### src/sv/lruk_ram.sv
// Generic simple dual-port RAM: one write port, one read port with registered data.
// No dependencies.
module lruk_ram #(
  parameter int WIDTH = 8,
  parameter int DEPTH = 16,
  localparam int AW = (DEPTH > 1) ? $clog2(DEPTH) : 1
) (
  input  logic             clk,
  input  logic             we,
  input  logic [AW-1:0]    waddr,
  input  logic [WIDTH-1:0] wdata,
  input  logic [AW-1:0]    raddr,
  output logic [WIDTH-1:0] rdata
);

  logic [WIDTH-1:0] mem [DEPTH];

  always_ff @(posedge clk) begin
    if (we) begin
      mem[waddr] <= wdata;
    end
    rdata <= mem[raddr];
  end

endmodule

### config.mk
export PLATFORM = sky130hd
export DESIGN_NAME = lruk_ram
export DESIGN_NICKNAME = d
export VERILOG_FILES = /design/src/sv/lruk_ram.sv
export SDC_FILE = /design/constraint.sdc
export NUM_CORES = 1
export LEC_CHECK = 0
export ABC_AREA = 1
export BUFFER_PORTS_ARGS = -buffer_cell sky130_fd_sc_hd__buf_2
export CAP_MARGIN = 30
export CORE_ASPECT_RATIO = 0.75
export CORE_MARGIN = 5
export CORE_UTILIZATION = 65
export CTS_BUF_LIST = sky130_fd_sc_hd__clkbuf_8
export DETAILED_ROUTE_END_ITERATION = 16
export PLACE_DENSITY_LB_ADDON = 0.3
export REMOVE_ABC_BUFFERS = 1
export SLEW_MARGIN = 10
export SYNTH_ARGS = -nofsm -noshare
export SYNTH_HDL_FRONTEND = slang
export SYNTH_SLANG_ARGS = --single-unit
### constraint.sdc
create_clock -name clk -period 1.9 [get_ports clk]
set_input_delay 0.285 -clock clk [delete_from_list [all_inputs] [get_ports clk]]
set_output_delay 0.285 -clock clk [all_outputs]
set_load 0.01 [all_outputs]
==> flow_summary_export.csv <==
group,metric,value,unit
grt,overflow,0,
sta,relSlewSlack,57.4,%
flow_run,maxCapViolations,0,
grt,grtUsageTotal,24.6,%
synthesis,ys_seq_elements,136,
grt,grt_pass1_wl,19.6,mm
worst_setup_path,critPathTopFamily,"flip-flops",
sta,rsz0062_at_grt,"no",
drt,ant_nets,0,
clocking,post_cts_buffers,0,
die,start_util,67.3,%
final_layout,nets,609,
power_and_ir_drop,power.leakage,2.85,nW
placement,portBuffers,25,
drt,wl_per_cell,17.6,um
sta,setup_violations,0,
die,die_h,91.6,um
die,rows,29,
die,dieArea,10900,um2
synthesis,synth_cell_types,12,
worst_setup_path,cp_data_required_time,1.62,ns
clocking,clockRootBuffer,"clkbuf_8",
clocking,post_cts_resize_count,0,
placement,place_inst,680,
synthesis,synth_area_per_cell,10.5,um2
clocking,clk_pin_slew,0.08,ns
placement,gp_congestion,0.891,
worst_setup_path,path_buf_inv,1,
drt,drc_errors,0,
sta,hold_violations,0,
worst_setup_path,worst-setup-path-type,"reg2out",
synthesis,mappedNetlistArea,5770,um2
drt,vias,3908,
final_layout,n_fill_cell,572,
synthesis,ys_warn_count,0,
clocking,tritoncts,"done",
sta,finClkSkew,0.00805,ns
final_layout,final_common_cell,"nand2_1",
sta,layout_min_cycle_time,1.27,ns
drt,via_per_inst,5.49,
sta,fin_setup_tns,0,ns
synthesis,synthCells,551,
sta,worst_slew_pin_slew,0.638,ns
worst_setup_path,end_kind,"output port",
final_layout,diodes,0,
hold_path,hold_path_class,"in2reg",
synthesis,synth-seq-area-share,69.4,%
clocking,cts_made_buffers,17,
drt,drt-total-wl,12.5,mm
final_layout,layout_common_cells,"173 x nand2_1, 128 x edfxtp_1, 100 x inv_1",
clocking,clk_latency,0.44,ns
final_layout,layout.cells.non_filler,712,
worst_setup_path,start_kind,"flop",
grt,antenna_found_initial,0,
final_layout,drive_gt1_share,13.1,%
sta,slew_viol_final,0,
worst_setup_path,critPathMaxStageDelay,0.39,ns
grt,grt_max_degree,65,
drt,dr.pass1.iters,6,
drt,drt_first_iter_violations,497,
run_status,status,"completed",
placement,dpl.hpwl,7.66,mm
die,io_pins,26,
clocking,hold_buffers,0,
power_and_ir_drop,power.ir.vdd_worst,695,uV
final_layout,syn_to_final_growth,12.0,%
grt,grt_pass1_vias,3593,
worst_setup_path,cp_cell_sequence,"buf_2",
power_and_ir_drop,p_per_area,962,nW/um2
sta,clock.fmax,787,MHz
worst_setup_path,path_max_fanout,1,
sta,fin_crit_sh,66.9,%
clocking,cts_max_level,4,
worst_setup_path,arrival,0.99,ns
clocking,clockBufferDepth,2,
worst_setup_path,cp_slowest_cell,"dfxtp_1",
clocking,cts_sinks,136,
die,die_width,119,um
die,coreArea,8560,um2
==> synthesized netlist by cell type <==
cell / number / area share [%]
buf_1: 1 / 0.065
buf_2: 13 / 1.1
buf_4: 4 / 0.52
buf_6: 6 / 1.2
dfxtp_1: 8 / 2.8
edfxtp_1: 128 / 67
inv_1: 100 / 6.5
inv_2: 2 / 0.13
nand2_1: 173 / 11
nand3_1: 97 / 8.4
nand3b_1: 2 / 0.26
nor2_1: 17 / 1.1
==> state kept, by name, summed over array words and instances (netlist names) <==
signal	cells
mem	128
rdata	8
==> logic make-up after synthesis <==
| kind of cell | count (synthesis) | share of synthesized area (%) |
|---|---|---|
| buffers and inverters | 126 | 9.52 |
| flip-flops | 136 | 69.4 |
| AND/OR/NAND/NOR | 289 | 21.0 |
==> area by class of cell <==
type                            instances  area [um2]  area share [%]
Clock inverter                          8        90.1            1.40
Sequential cell                       136        4000            62.0
Inverter                              102         383            5.93
Timing Repair Buffer                   45         300            4.65
Tap cell                              108         135            2.09
Clock buffer                           24         330            5.12
Multi-Input combinational cell        289        1210            18.8
==> per-stage QoR <==
step	setup slack [ns]	instance area [um2]	utilization [%]	total power [mW]	hold WS, ns
CTS	0.636	6460	75.4	6.23	0.158
global route	0.579	6460	75.4	6.42	0.167
global placement	0.448	6040	70.5	3.84	0.642
detailed placement	0.412	6040	70.5	3.85	0.639
floorplan	0.635	5600	-	3.62	0.384
finish	0.630	6460	75.4	6.21	0.190
==> worst min-delay path: cells and delay by family <==
kind                   cells  cell delay, ns
buffers and inverters      1            0.16
AND/OR/NAND/NOR            2            0.14
==> path summary, 6_finish.rpt <==
check        startpoint        to  slack [ns]  cells past startpoint
max            rdata[4]  rdata[4]        0.63                      1
min            raddr[3]  rdata[3]        0.19                      3
max reg2reg   mem[9][4]  rdata[4]        0.79                      6
min reg2reg   mem[2][1]  rdata[1]        0.68                      6
==> where the power goes <==
part	switching [mW]	total (mW)	internal [mW]	leakage [nW]
clock network	1.02	2.42	1.40	0.224
logic	0.294	0.416	0.122	1.41
registers	0.0237	3.38	3.35	1.22
total	1.34	6.21	4.87	2.85
==> layer usage <==
| layer | global-route usage (%) | up-vias | part of all wire, % |
|---|---|---|---|
| met1 | 35.9 | 1830 | 43 |
| met3 | 6.89 | 18 | 10 |
| met4 | 9.64 | 0 | 1.6 |
| met5 | 0 | - | 0 |
| met2 | 35.4 | 208 | 45 |
| li1 | - | 1852 | - |
Note: power is estimated with default switching activity, not from simulation.
